<file path="config.mk">
export PLATFORM = sky130hd
export DESIGN_NAME = integer_to_radix_ascii_top
export DESIGN_NICKNAME = d
export VERILOG_FILES = /design/src/hw/rtl/itra_pkg.sv /design/src/hw/rtl/itra_front.sv /design/src/hw/rtl/itra_queue.sv /design/src/hw/rtl/itra_back.sv /design/src/hw/rtl/integer_to_radix_ascii_top.sv
export SDC_FILE = /design/constraint.sdc
export NUM_CORES = 1
export LEC_CHECK = 0
export ABC_CLOCK_PERIOD_IN_PS = 30100
export BUFFER_PORTS_ARGS = -buffer_cell sky130_fd_sc_hd__buf_4
export CAP_MARGIN = 10
export CORE_MARGIN = 2
export CORE_UTILIZATION = 60
export CTS_CLUSTER_DIAMETER = 80
export CTS_CLUSTER_SIZE = 40
export DETAILED_ROUTE_END_ITERATION = 10
export GPL_ROUTABILITY_DRIVEN = 0
export PLACE_DENSITY = 0.85
export SLEW_MARGIN = 20
export SYNTH_ARGS = -nofsm -noshare
export SYNTH_HDL_FRONTEND = slang
export SYNTH_HIERARCHICAL = 1
export SYNTH_SLANG_ARGS = --single-unit
</file>
<file path="constraint.sdc">
create_clock -name clk -period 30.1 [get_ports clk]
set_input_delay 1.505 -clock clk [delete_from_list [all_inputs] [get_ports clk]]
set_output_delay 1.505 -clock clk [all_outputs]
set_load 0.005 [all_outputs]
</file>
<file path="src/hw/rtl/itra_pkg.sv">
// Shared types, constants and helpers for the integer to radix text converter.
package itra_pkg;

    localparam int NUMBER_W  = 32;   // width of the incoming integer field
    localparam int RADIX_W   = 6;    // width of the radix field
    localparam int CHAR_W    = 7;    // ASCII character width
    localparam int DIGIT_W   = 5;    // one digit of a radix up to 32
    localparam int EXT_BITS  = 64;   // widest converted word the block supports
    localparam int STEP_BITS = 8;    // quotient bits resolved per divider cycle

    localparam logic [RADIX_W-1:0] MIN_RADIX = 6'd2;
    localparam logic [RADIX_W-1:0] MAX_RADIX = 6'd32;
    localparam logic [RADIX_W-1:0] DEC_RADIX = 6'd10;

    localparam logic [CHAR_W-1:0] CHAR_NONE  = 7'h00;
    localparam logic [CHAR_W-1:0] CHAR_ZERO  = 7'h30;   // '0'
    localparam logic [CHAR_W-1:0] CHAR_A     = 7'h41;   // 'A'
    localparam logic [CHAR_W-1:0] CHAR_MINUS = 7'h2D;   // '-'

    localparam logic [DIGIT_W-1:0] DIGIT_NINE = 5'd9;
    localparam logic [DIGIT_W-1:0] DIGIT_TEN  = 5'd10;

    // Classification of one word, carried from the front end to the back end
    typedef struct packed {
        logic                 bad;     // radix outside the supported range
        logic                 minus;   // print a leading minus sign
        logic [RADIX_W-1:0]   radix;
    } item_ctrl_t;

    // Map a digit value to its ASCII character
    function automatic logic [CHAR_W-1:0] digit_char(input logic [DIGIT_W-1:0] d);
        logic [CHAR_W-1:0] ch;
        if (d > DIGIT_NINE)
            ch = CHAR_A + CHAR_W'(d - DIGIT_TEN);
        else
            ch = CHAR_ZERO + CHAR_W'(d);
        return ch;
    endfunction

endpackage

</file>
<file path="src/hw/rtl/itra_front.sv">
// Front end: check the radix, take the sign and form the magnitude of a word.
module itra_front #(
    parameter int WORD_BITS = 32
) (
    input  logic signed [itra_pkg::NUMBER_W-1:0] number,
    input  logic [itra_pkg::RADIX_W-1:0]         radix,
    output itra_pkg::item_ctrl_t                 ctrl,
    output logic [WORD_BITS-1:0]                 mag
);
    import itra_pkg::*;

    logic [EXT_BITS-1:0]  ext;
    logic [WORD_BITS-1:0] word;
    logic                 neg;

    // Sign-extend the field, then cut it to the converted word width
    assign ext  = {{(EXT_BITS-NUMBER_W){number[NUMBER_W-1]}}, number};
    assign word = ext[WORD_BITS-1:0];
    assign neg  = word[WORD_BITS-1];

    // The most negative value negates to itself, which is the right unsigned magnitude
    assign mag = neg ? WORD_BITS'(~word + 1'b1) : word;

    // Classify the radix and decide on the sign character
    always_comb
    begin
        ctrl.bad   = (radix < MIN_RADIX) || (radix > MAX_RADIX);
        ctrl.minus = neg && (radix == DEC_RADIX);
        ctrl.radix = radix;
    end

endmodule

</file>
<file path="src/hw/rtl/itra_queue.sv">
// Two-entry queue of classified words between the front end and the back end.
module itra_queue #(
    parameter int WORD_BITS = 32
) (
    input  logic                 clk,
    input  logic                 rst_n,
    input  logic                 push,
    input  itra_pkg::item_ctrl_t push_ctrl,
    input  logic [WORD_BITS-1:0] push_mag,
    input  logic                 pop,
    output logic                 full,
    output logic                 empty,
    output itra_pkg::item_ctrl_t head_ctrl,
    output logic [WORD_BITS-1:0] head_mag
);
    import itra_pkg::*;

    item_ctrl_t           ctrl_reg [2];
    logic [WORD_BITS-1:0] mag_reg  [2];
    logic                 wr_ptr_reg, wr_ptr_next;
    logic                 rd_ptr_reg, rd_ptr_next;
    logic [1:0]           count_reg, count_next;

    assign full      = (count_reg == 2'd2);
    assign empty     = (count_reg == 2'd0);
    assign head_ctrl = ctrl_reg[rd_ptr_reg];
    assign head_mag  = mag_reg[rd_ptr_reg];

    // Advance pointers and occupancy
    always_comb
    begin
        wr_ptr_next = wr_ptr_reg ^ push;
        rd_ptr_next = rd_ptr_reg ^ pop;
        count_next  = count_reg + {1'b0, push} - {1'b0, pop};
    end

    always_ff @(posedge clk or negedge rst_n)
    begin
        if (!rst_n)
        begin
            wr_ptr_reg <= 1'b0;
            rd_ptr_reg <= 1'b0;
            count_reg  <= 2'd0;
        end
        else
        begin
            wr_ptr_reg <= wr_ptr_next;
            rd_ptr_reg <= rd_ptr_next;
            count_reg  <= count_next;
        end
    end

    // Hold the entries
    always_ff @(posedge clk)
    begin
        if (push)
        begin
            ctrl_reg[wr_ptr_reg] <= push_ctrl;
            mag_reg[wr_ptr_reg]  <= push_mag;
        end
    end

    a_no_overflow: assert property (@(posedge clk) disable iff (!rst_n)
        push |-> (!full || pop))
        else $error("queue written while full");

    a_no_underflow: assert property (@(posedge clk) disable iff (!rst_n)
        pop |-> !empty)
        else $error("queue read while empty");

endmodule

</file>
<file path="src/hw/rtl/itra_back.sv">
// Back end: iterative divider, digit stack and character output.
module itra_back #(
    parameter int WORD_BITS = 32
) (
    input  logic                            clk,
    input  logic                            rst_n,
    input  logic                            empty,
    input  itra_pkg::item_ctrl_t            head_ctrl,
    input  logic [WORD_BITS-1:0]            head_mag,
    output logic                            pop,
    output logic                            strobe,
    output logic [itra_pkg::CHAR_W-1:0]     character,
    output logic                            last,
    output logic                            bad_radix
);
    import itra_pkg::*;

    localparam int STEPS    = (WORD_BITS + STEP_BITS - 1) / STEP_BITS;
    localparam int PAD_BITS = STEPS * STEP_BITS;
    localparam int CNT_W    = (STEPS > 1) ? $clog2(STEPS) : 1;
    localparam int SP_W     = $clog2(WORD_BITS + 1);
    localparam int ADDR_W   = $clog2(WORD_BITS);

    typedef enum logic [3:0] {
        ST_IDLE   = 4'b0001,
        ST_DIVIDE = 4'b0010,
        ST_SIGN   = 4'b0100,
        ST_EMIT   = 4'b1000
    } state_t;

    state_t               state_reg, state_next;
    logic [PAD_BITS-1:0]  dvd_reg, dvd_next;
    logic [DIGIT_W-1:0]   rem_reg, rem_next;
    logic [RADIX_W-1:0]   radix_reg, radix_next;
    logic                 minus_reg, minus_next;
    logic [CNT_W-1:0]     cnt_reg, cnt_next;
    logic [SP_W-1:0]      sp_reg, sp_next;
    logic                 strobe_reg, strobe_next;
    logic [CHAR_W-1:0]    char_reg, char_next;
    logic                 last_reg, last_next;
    logic                 bad_reg, bad_next;

    logic [PAD_BITS-1:0]  dvd_step;
    logic [DIGIT_W-1:0]   rem_step;
    logic                 push_digit;
    logic [SP_W-1:0]      rd_ptr;

    logic [DIGIT_W-1:0]   stack_mem [WORD_BITS];
    logic [DIGIT_W-1:0]   rd_data_reg;

    assign strobe    = strobe_reg;
    assign character = char_reg;
    assign last      = last_reg;
    assign bad_radix = bad_reg;

    // Resolve STEP_BITS quotient bits by restoring division
    always_comb
    begin
        logic [RADIX_W-1:0]  part;
        logic [PAD_BITS-1:0] d;
        logic [DIGIT_W-1:0]  r;
        d = dvd_reg;
        r = rem_reg;
        for (int i = 0; i < STEP_BITS; i++)
        begin
            part = {r, d[PAD_BITS-1]};
            d    = {d[PAD_BITS-2:0], 1'b0};
            if (part >= radix_reg)
            begin
                r    = DIGIT_W'(part - radix_reg);
                d[0] = 1'b1;
            end
            else
            begin
                r = part[DIGIT_W-1:0];
            end
        end
        dvd_step = d;
        rem_step = r;
    end

    // Sequence one word: report a bad radix, or load, divide per digit, sign, emit digits
    always_comb
    begin
        state_next  = state_reg;
        dvd_next    = dvd_reg;
        rem_next    = rem_reg;
        radix_next  = radix_reg;
        minus_next  = minus_reg;
        cnt_next    = cnt_reg;
        sp_next     = sp_reg;
        strobe_next = 1'b0;
        char_next   = char_reg;
        last_next   = last_reg;
        bad_next    = bad_reg;
        pop         = 1'b0;
        push_digit  = 1'b0;
        unique case (state_reg)
            ST_IDLE:
            begin
                if (!empty)
                begin
                    pop = 1'b1;
                    if (head_ctrl.bad)
                    begin
                        strobe_next = 1'b1;
                        char_next   = CHAR_NONE;
                        last_next   = 1'b1;
                        bad_next    = 1'b1;
                    end
                    else
                    begin
                        dvd_next   = PAD_BITS'(head_mag);
                        rem_next   = '0;
                        radix_next = head_ctrl.radix;
                        minus_next = head_ctrl.minus;
                        cnt_next   = '0;
                        sp_next    = '0;
                        state_next = ST_DIVIDE;
                    end
                end
            end
            ST_DIVIDE:
            begin
                dvd_next = dvd_step;
                rem_next = rem_step;
                cnt_next = cnt_reg + 1'b1;
                if (cnt_reg == CNT_W'(STEPS - 1))
                begin
                    push_digit = 1'b1;
                    sp_next    = sp_reg + 1'b1;
                    rem_next   = '0;
                    cnt_next   = '0;
                    if (dvd_step == '0)
                        state_next = ST_SIGN;
                end
            end
            ST_SIGN:
            begin
                if (minus_reg)
                begin
                    strobe_next = 1'b1;
                    char_next   = CHAR_MINUS;
                    last_next   = 1'b0;
                    bad_next    = 1'b0;
                end
                state_next = ST_EMIT;
            end
            ST_EMIT:
            begin
                strobe_next = 1'b1;
                char_next   = digit_char(rd_data_reg);
                last_next   = (sp_reg == SP_W'(1));
                bad_next    = 1'b0;
                sp_next     = sp_reg - 1'b1;
                if (sp_reg == SP_W'(1))
                    state_next = ST_IDLE;
            end
            default:
            begin
                state_next = ST_IDLE;
            end
        endcase
    end

    // Read ahead at the top of the stack as it will be next cycle
    assign rd_ptr = sp_next - 1'b1;

    always_ff @(posedge clk or negedge rst_n)
    begin
        if (!rst_n)
        begin
            state_reg  <= ST_IDLE;
            cnt_reg    <= '0;
            sp_reg     <= '0;
            strobe_reg <= 1'b0;
        end
        else
        begin
            state_reg  <= state_next;
            cnt_reg    <= cnt_next;
            sp_reg     <= sp_next;
            strobe_reg <= strobe_next;
        end
    end

    always_ff @(posedge clk)
    begin
        dvd_reg   <= dvd_next;
        rem_reg   <= rem_next;
        radix_reg <= radix_next;
        minus_reg <= minus_next;
        char_reg  <= char_next;
        last_reg  <= last_next;
        bad_reg   <= bad_next;
    end

    // Push digits, least significant first
    always_ff @(posedge clk)
    begin
        if (push_digit)
            stack_mem[sp_reg[ADDR_W-1:0]] <= rem_step;
    end

    // Pop digits with a registered read
    always_ff @(posedge clk)
    begin
        rd_data_reg <= stack_mem[rd_ptr[ADDR_W-1:0]];
    end

    a_error_shape: assert property (@(posedge clk) disable iff (!rst_n)
        (strobe && bad_radix) |-> (last && (character == CHAR_NONE)))
        else $error("error word without last or with text");

    a_text_unbroken: assert property (@(posedge clk) disable iff (!rst_n)
        (strobe && !last) |=> (strobe && !bad_radix))
        else $error("gap inside the text of a number");

    a_stack_nonempty: assert property (@(posedge clk) disable iff (!rst_n)
        (state_reg == ST_EMIT) |-> ((sp_reg != '0) && (sp_reg <= SP_W'(WORD_BITS))))
        else $error("digit stack out of range while emitting");

    a_pop_when_idle: assert property (@(posedge clk) disable iff (!rst_n)
        pop |=> (strobe || (state_reg == ST_DIVIDE)))
        else $error("popped word neither reported nor started");

endmodule

</file>
<file path="src/hw/rtl/integer_to_radix_ascii_top.sv">
// Top level of the integer to radix ASCII text converter.
//
// Converts a signed integer to its text in radix 2..32, most significant digit
// first, one character per strobe, with last on the final character. A radix
// outside that range gives a single strobe with bad_radix and last set. A word
// is taken when start is high and busy is low; up to two words wait in a queue
// while the converter works on the current one, and busy is high only when the
// queue is full. Output strobes cannot be held off. The divider resolves eight
// quotient bits per cycle, and a word passes through the load, divide, sign and
// emit steps in turn; a word with a bad radix is reported from the idle state.
module integer_to_radix_ascii_top #(
    parameter int WORD_BITS = 32
) (
    input  logic                             clk,
    input  logic                             rst_n,
    input  logic                             start,
    output logic                             busy,
    input  logic signed [itra_pkg::NUMBER_W-1:0] number,
    input  logic [itra_pkg::RADIX_W-1:0]     radix,
    output logic                             strobe,
    output logic [itra_pkg::CHAR_W-1:0]      character,
    output logic                             last,
    output logic                             bad_radix
);
    import itra_pkg::*;

    item_ctrl_t           front_ctrl;
    logic [WORD_BITS-1:0] front_mag;
    item_ctrl_t           head_ctrl;
    logic [WORD_BITS-1:0] head_mag;
    logic                 q_full;
    logic                 q_empty;
    logic                 q_pop;
    logic                 accept;

    assign busy   = q_full;
    assign accept = start && !q_full;

    itra_front #(
        .WORD_BITS (WORD_BITS)
    ) u_front (
        .number (number),
        .radix  (radix),
        .ctrl   (front_ctrl),
        .mag    (front_mag)
    );

    itra_queue #(
        .WORD_BITS (WORD_BITS)
    ) u_queue (
        .clk       (clk),
        .rst_n     (rst_n),
        .push      (accept),
        .push_ctrl (front_ctrl),
        .push_mag  (front_mag),
        .pop       (q_pop),
        .full      (q_full),
        .empty     (q_empty),
        .head_ctrl (head_ctrl),
        .head_mag  (head_mag)
    );

    itra_back #(
        .WORD_BITS (WORD_BITS)
    ) u_back (
        .clk       (clk),
        .rst_n     (rst_n),
        .empty     (q_empty),
        .head_ctrl (head_ctrl),
        .head_mag  (head_mag),
        .pop       (q_pop),
        .strobe    (strobe),
        .character (character),
        .last      (last),
        .bad_radix (bad_radix)
    );

endmodule

</file>
==> metrics.cfg, run 1 <==
[floorplan]
die_h_um=167.1
fp.coreArea_sq_um=26060
initial_core_util=0.6126
ios=52
placementRows=59
dieWidth_um=167.1
design.die.area_sq_um=27930

[cells_and_area]
num_antenna_cells=0
regArea_sq_um=9326
area_growth_pct=6.333
finish.utilization=0.6514
finalNetCount=1232
multi_input_area_sq_um=6102
fillers=1780
drive_gt1_frac=0.1968
largest_reg_flops=160

[clocking]
tritoncts=yes
cts_buffer_depth=3
cts_resized=0
htree_levels=1
postCtsSetupRepairBufs=0
cts_sinks=315
clkTransAtPathRegs_ns=0.13
cts_made_buffers=13
insertion_delay_ns=0.52
cts_root_buf=clkbuf_16
hold_buffers=0

[synthesis]
synthSimpleGateAreaFrac=0.07054
synth_area_sq_um=15960
synth-compound-area-share=0.07336
synth_top_family_by_area=multiplexers
yosys-top-cells-area=edfxtp_1 55%, ha_1 4.9%, mux4_2 4.7%
syn_nets=1203
synthMuxAreaShare=0.1405
synth_top_area_frac=0.5511
yosysSeqAreaShare=0.5841
ys_warn_count=6
synth_xor_area_frac=0.03550
ys.flop_type=edfxtp_1
synth.distinct_cells=79
synth_fa_ha_area_frac=0.05863
synth_seq_cells=315
async_flop_share=0.05397
postSynthAreaPerCell_sq_um=14.62
synth_edf_count=293
synth.largest_area_cell=edfxtp_1
synth_cells=1092

[timing]
finalCritPeriodShare=0.5714
tightest_slew_ns=1.010
relSlewSlack=0.3266
drv_slew=0
hold_viol_final=0
finClkSkew_ns=0.04357
finalCriticalPeriod_ns=17.20
setup_viol=0
max_clock_freq_mhz=58.14
hold_slack_ns=0.5496
fin_tns_setup_ns=0
grt_setup_unrepaired=no

[worst_setup_path]
crit_required_ns=30.30
slowest_delay_ns=0.78
worst_path_most_repeated_cell=o21ai_0
critPathMaxFanout=32
setup.worst_path.class=reg -> reg
end_kind=register
cp.arrival_ns=17.40
cp-start-kind=register
crit_slowest_cell=a21oi_1

[global_routing]
grt_overflow_total=0
grt_max_degree=53
grt_pass1_wl_mm=49.07
grt.total_usage=0.2229
grt_pass1_vias=9088
antenna_found_initial=0

[routing]
ant_nets=0
drc=0
drtIter0Drc=855
vias_per_cell=6.310
num_vias=9231
wl_per_cell_um=21.33
dr.pass1.iters=7
wirelength_mm=31.21

[flow_run]
max-cap-violations=0

[min_path]
holdCritPathClass=reg -> reg

[placed_design]
port_buffers=51
dp_hpwl_mm=21.88

[outcome]
status=complete, no violations

[worst paths after layout]
path / start / endpoint / slack [ns] / depth (start not counted)
max in group asynchronous: rst_n / u_back/state_reg[0]$_DFFE_PN1P_ / 28.99 / 1
setup reg to reg: u_back/radix_reg[1]$_DFFE_PP_ / u_back/stack_mem[2][2]$_DFFE_PP_ / 12.90 / 60
setup / recovery: u_back/radix_reg[1]$_DFFE_PP_ / u_back/stack_mem[2][2]$_DFFE_PP_ / 12.90 / 60
min in group asynchronous: rst_n / u_back/sp_reg[2]$_DFF_PN0_ / 0.84 / 1
hold / removal: u_back/cnt_reg[0]$_DFFE_PN0P_ / u_back/cnt_reg[0]$_DFFE_PN0P_ / 0.55 / 1
hold reg to reg: u_back/cnt_reg[0]$_DFFE_PN0P_ / u_back/cnt_reg[0]$_DFFE_PN0P_ / 0.55 / 1
[layout make-up]
| type | count | share of cell area |
|---|---|---|
| Tap cell | 335 | 0.02469 |
| Inverter | 65 | 0.01437 |
| Multi-Input combinational cell | 665 | 0.3595 |
| Timing Repair Buffer | 61 | 0.02698 |
| Clock buffer | 16 | 0.01983 |
| Clock inverter | 6 | 0.005233 |
| Sequential cell | 315 | 0.5494 |
[cells in the final DEF (no fill, tap or decap), types with 7 or more instances in the layout]
cell / instances
mux2i_1: 16
mux4_2: 33
nor4_1: 9
nor3_1: 12
nor2_1: 76
nand4_1: 8
o21ai_0: 34
a31oi_1: 13
xor2_1: 12
nand2_1: 38
nand2b_1: 9
o31ai_1: 14
fa_1: 8
nor2b_1: 14
buf_4: 61
xnor2_1: 49
nand3_1: 10
mux2_4: 44
dfrtp_1: 15
a21o_1: 21
a21oi_1: 41
edfxtp_1: 293
ha_1: 60
clkbuf_16: 13
mux2_2: 40
a221oi_1: 7
inv_1: 65
mux4_1: 7
[worst max-delay path: cells and delay by family (launching register included)]
kind | cells | cell delay (ns)
AOI/OAI and AO/OA | 29 | 7.54
adders and majority gates | 8 | 2.73
buffers and inverters | 5 | 0.72
DFF | 1 | 0.70
muxes | 5 | 1.93
and+or+nand+nor | 13 | 3.22
[synth_stat cells (3+ instances only)]
cell type	number
a21oi_1	43
nor4_1	9
nor3_1	12
nand3b_1	6
mux2i_1	16
inv_1	65
xnor2_1	50
buf_4	7
buf_2	4
ha_1	62
nand2b_1	9
mux2_1	4
nor2b_1	14
nand2_1	39
nand4_1	8
mux2_4	44
mux2_2	40
buf_1	5
fa_1	8
nor2_1	76
clkbuf_1	17
buf_6	9
o21ai_0	34
and2_1	3
mux4_1	7
o31ai_1	15
o41ai_1	5
o22ai_1	5
a31oi_1	13
xor2_1	12
dfxtp_1	5
nand3_1	10
or3_1	6
dfrtp_1	16
buf_12	4
a221o_1	3
mux4_2	33
a221oi_1	7
edfxtp_1	293
a21o_1	21
[kinds of logic (layout without fill, tap and decap cells)]
group,after synthesis,count (layout)
muxes,144,144
DFF,315,315
xor gates and xnor gates,63,63
AOI/OAI and AO/OA,173,173
buffers and inverters,112,148
adders and majority gates,70,70
and+or+nand+nor,215,215
[per-layer routing]
metal  vias to the layer above  global-route usage  share of wire  wire [um]
met2                       421              0.3850           0.50      15590
li1                       4213                   -              -          -
met4                         0             0.06484          0.024        757
met1                      4538              0.2990           0.40      12580
met5                         -                   0              0          0
met3                        59             0.02978          0.073       2284
[stage by stage]
stage / std cells / area (sq um) / setup slack (ns)
global placement: 1441 / 16540 / 14.01
finish: 1463 / 16980 / 12.90
floorplan: 1092 / 15960 / 15.47
detailed placement: 1441 / 16540 / 13.03
CTS: 1463 / 16970 / 12.93
global route: 1463 / 16980 / 11.90
Power of run 1 is not shown: default switching activity piles up to over one toggle a cycle in this logic, so the estimate is an artifact.
==> run 2, diff against run 1 <==
--- a/config.mk
+++ b/config.mk
@@ -5,11 +5,11 @@
 export SDC_FILE = /design/constraint.sdc
 export NUM_CORES = 1
 export LEC_CHECK = 0
-export ABC_CLOCK_PERIOD_IN_PS = 30100
+export ABC_CLOCK_PERIOD_IN_PS = 15500
 export BUFFER_PORTS_ARGS = -buffer_cell sky130_fd_sc_hd__buf_4
 export CAP_MARGIN = 10
 export CORE_MARGIN = 2
-export CORE_UTILIZATION = 60
+export CORE_UTILIZATION = 57
 export CTS_CLUSTER_DIAMETER = 80
 export CTS_CLUSTER_SIZE = 40
 export DETAILED_ROUTE_END_ITERATION = 10
==> constraint.sdc (replaced) <==
create_clock -name clk -period 15.5 [get_ports clk]
set_input_delay 0.775 -clock clk [delete_from_list [all_inputs] [get_ports clk]]
set_output_delay 0.775 -clock clk [all_outputs]
set_load 0.005 [all_outputs]
==> run 2 against run 1 <==
  * Clock skew rose by 0.0031 ns
  * Design area rose by 1.7%
  * Non-clock buffer count rose by 10
  * Hold slack got worse by 0.44 ns
  * Global-route usage fell by 0.65 points
  * Die area rose by 5.1%
  * Critical path type unchanged
==> metrics.cfg, run 2 (synthesis results as in run 1) <==
[global_routing]
grt_pass1_vias=9141  ; +0.58%
grt.total_usage=0.2164  ; -0.006481
antenna_found_initial=0  ; unchanged
grt_overflow_total=0  ; unchanged
grt_pass1_wl_mm=49.30  ; +0.48%
grt_max_degree=54  ; +1.9%

[timing]
hold_viol_final=0  ; unchanged
drv_slew=0  ; unchanged
fin_tns_setup_ns=0  ; unchanged
max_clock_freq_mhz=69.36  ; +19%
finClkSkew_ns=0.04668  ; +0.003110 ns
finalCriticalPeriod_ns=14.42  ; -2.783 ns
finalCritPeriodShare=0.9301  ; +0.3587
tightest_slew_ns=0.9824  ; -0.02772 ns
setup_viol=0  ; unchanged
relSlewSlack=0.3451  ; +0.01848
grt_setup_unrepaired=no

[worst_setup_path]
worst_path_most_repeated_cell=o21ai_0
slowest_delay_ns=0.58  ; -0.20 ns
cp_top_family=compound AO/OA/AOI/OAI gates
worstPathBufferInverterCount=7  ; +2
crit_required_ns=15.74  ; -14.56 ns
end_kind=register
critPathMaxFanout=32  ; unchanged
crit_slowest_cell=edfxtp_1
cp.arrival_ns=14.66  ; -2.74 ns
setup.worst_path.class=reg -> reg
cp-start-kind=register

[clocking]
clkTransAtPathRegs_ns=0.13  ; about the same
cts_sinks=315  ; unchanged
htree_levels=1  ; unchanged
insertion_delay_ns=0.52  ; about the same
cts_made_buffers=14  ; +1
tritoncts=yes
cts_buffer_depth=3  ; unchanged
cts_root_buf=clkbuf_16

[placed_design]
port_buffers=51  ; unchanged
dp_hpwl_mm=21.84  ; -0.20%
placed_cells=1490  ; +3.4%

[cells_and_area]
final_common_cell=edfxtp_1
fillers=1974  ; +11%
num_antenna_cells=0  ; unchanged
mostFrequentLayoutCells=293 x edfxtp_1, 76 x nor2_1, 71 x buf_4
area_growth_pct=8.191
largest_reg_flops=160  ; unchanged
drive_gt1_frac=0.2149  ; +0.01810
finalNetCount=1243  ; +0.89%
finalNonFillerCells=1518  ; +3.8%

[min_path]
holdCritPathClass=in -> async

[floorplan]
fp.coreArea_sq_um=27710  ; +6.3%
die_h_um=171.4  ; +2.5%
design.die.area_sq_um=29360  ; +5.1%
ios=52  ; unchanged
initial_core_util=0.5762  ; -0.03641
dieWidth_um=171.4  ; +2.5%
placementRows=61  ; +3.4%

[routing]
ant_nets=0  ; unchanged
wl_per_cell_um=20.48  ; -4.0%
num_vias=9205  ; -0.28%
drtIter0Drc=978  ; +14%
drc=0  ; unchanged
wirelength_mm=31.08  ; -0.42%
dr.pass1.iters=5  ; -2
vias_per_cell=6.064  ; -3.9%

[outcome]
status=complete, no violations

[flow_run]
max-cap-violations=0  ; unchanged

==> run 2: cell count changes in the layout (fill, tap and decap cells not counted), sizes merged <==
cell | previous run | this run
clkinv | 1 | 4
buf | 61 | 71
bufinv | 0 | 2
inv | 69 | 67
clkbuf | 16 | 15
==> run 2: layout make-up <==
class,instances,area (sq um),share of cell area
Clock inverter,9,188.9,0.01094
Clock buffer,15,375.4,0.02173
Tap cell,378,473.0,0.02738
Sequential cell,315,9326,0.5400
Inverter,65,247.7,0.01434
Multi-Input combinational cell,665,6127,0.3548
Timing Repair Buffer,71,533.0,0.03086
==> run 2: through the flow <==
stage / util / hold WS, ns / cell area (sq um) / setup WS, ns
floorplan: - / 0.4677 / 15960 / 0.8693
global placement: 0.6006 / 0.4841 / 16640 / 1.063
detailed placement: 0.6006 / 0.4970 / 16640 / 0.3028
CTS: 0.6209 / 0.1046 / 17200 / 0.2012
global route: 0.6234 / 0.1068 / 17270 / 0.009345
finish: 0.6234 / 0.1113 / 17270 / 1.083
==> run 2: per-layer routing <==
metal	share of wire	up-vias	global-route usage
li1	-	4239	-
met1	0.42	4576	0.2888
met2	0.51	337	0.3776
met3	0.058	53	0.02830
met4	0.020	0	0.05601
met5	0	-	0
==> run 2: path summary, 6_finish.rpt <==
| path | from | endpoint | slack, ns | cells after the start |
|---|---|---|---|---|
| worst max-delay path | u_back/radix_reg[0]$_DFFE_PP_ | u_back/stack_mem[10][4]$_DFFE_PP_ | 1.08 | 65 |
| worst min-delay path | rst_n | u_back/sp_reg[4]$_DFF_PN0_ | 0.11 | 1 |
| worst max register to register | u_back/radix_reg[0]$_DFFE_PP_ | u_back/stack_mem[10][4]$_DFFE_PP_ | 1.08 | 65 |
| worst min register to register | u_back/cnt_reg[0]$_DFFE_PN0P_ | u_back/cnt_reg[0]$_DFFE_PN0P_ | 0.52 | 1 |
| max in group asynchronous | rst_n | u_back/state_reg[0]$_DFFE_PN1P_ | 15.11 | 1 |
| min in group clk | radix[2] | u_queue/ctrl_reg[0][2]$_DFFE_PP_ | 0.45 | 1 |
==> run 2: what timing repair did <==
item	in CTS	in global routing
buffers inserted	0	4
gates resized for setup	0	14
hold buffers	0	0
setup endpoints to repair	0	168
Power of run 2 is left out for the same reason.
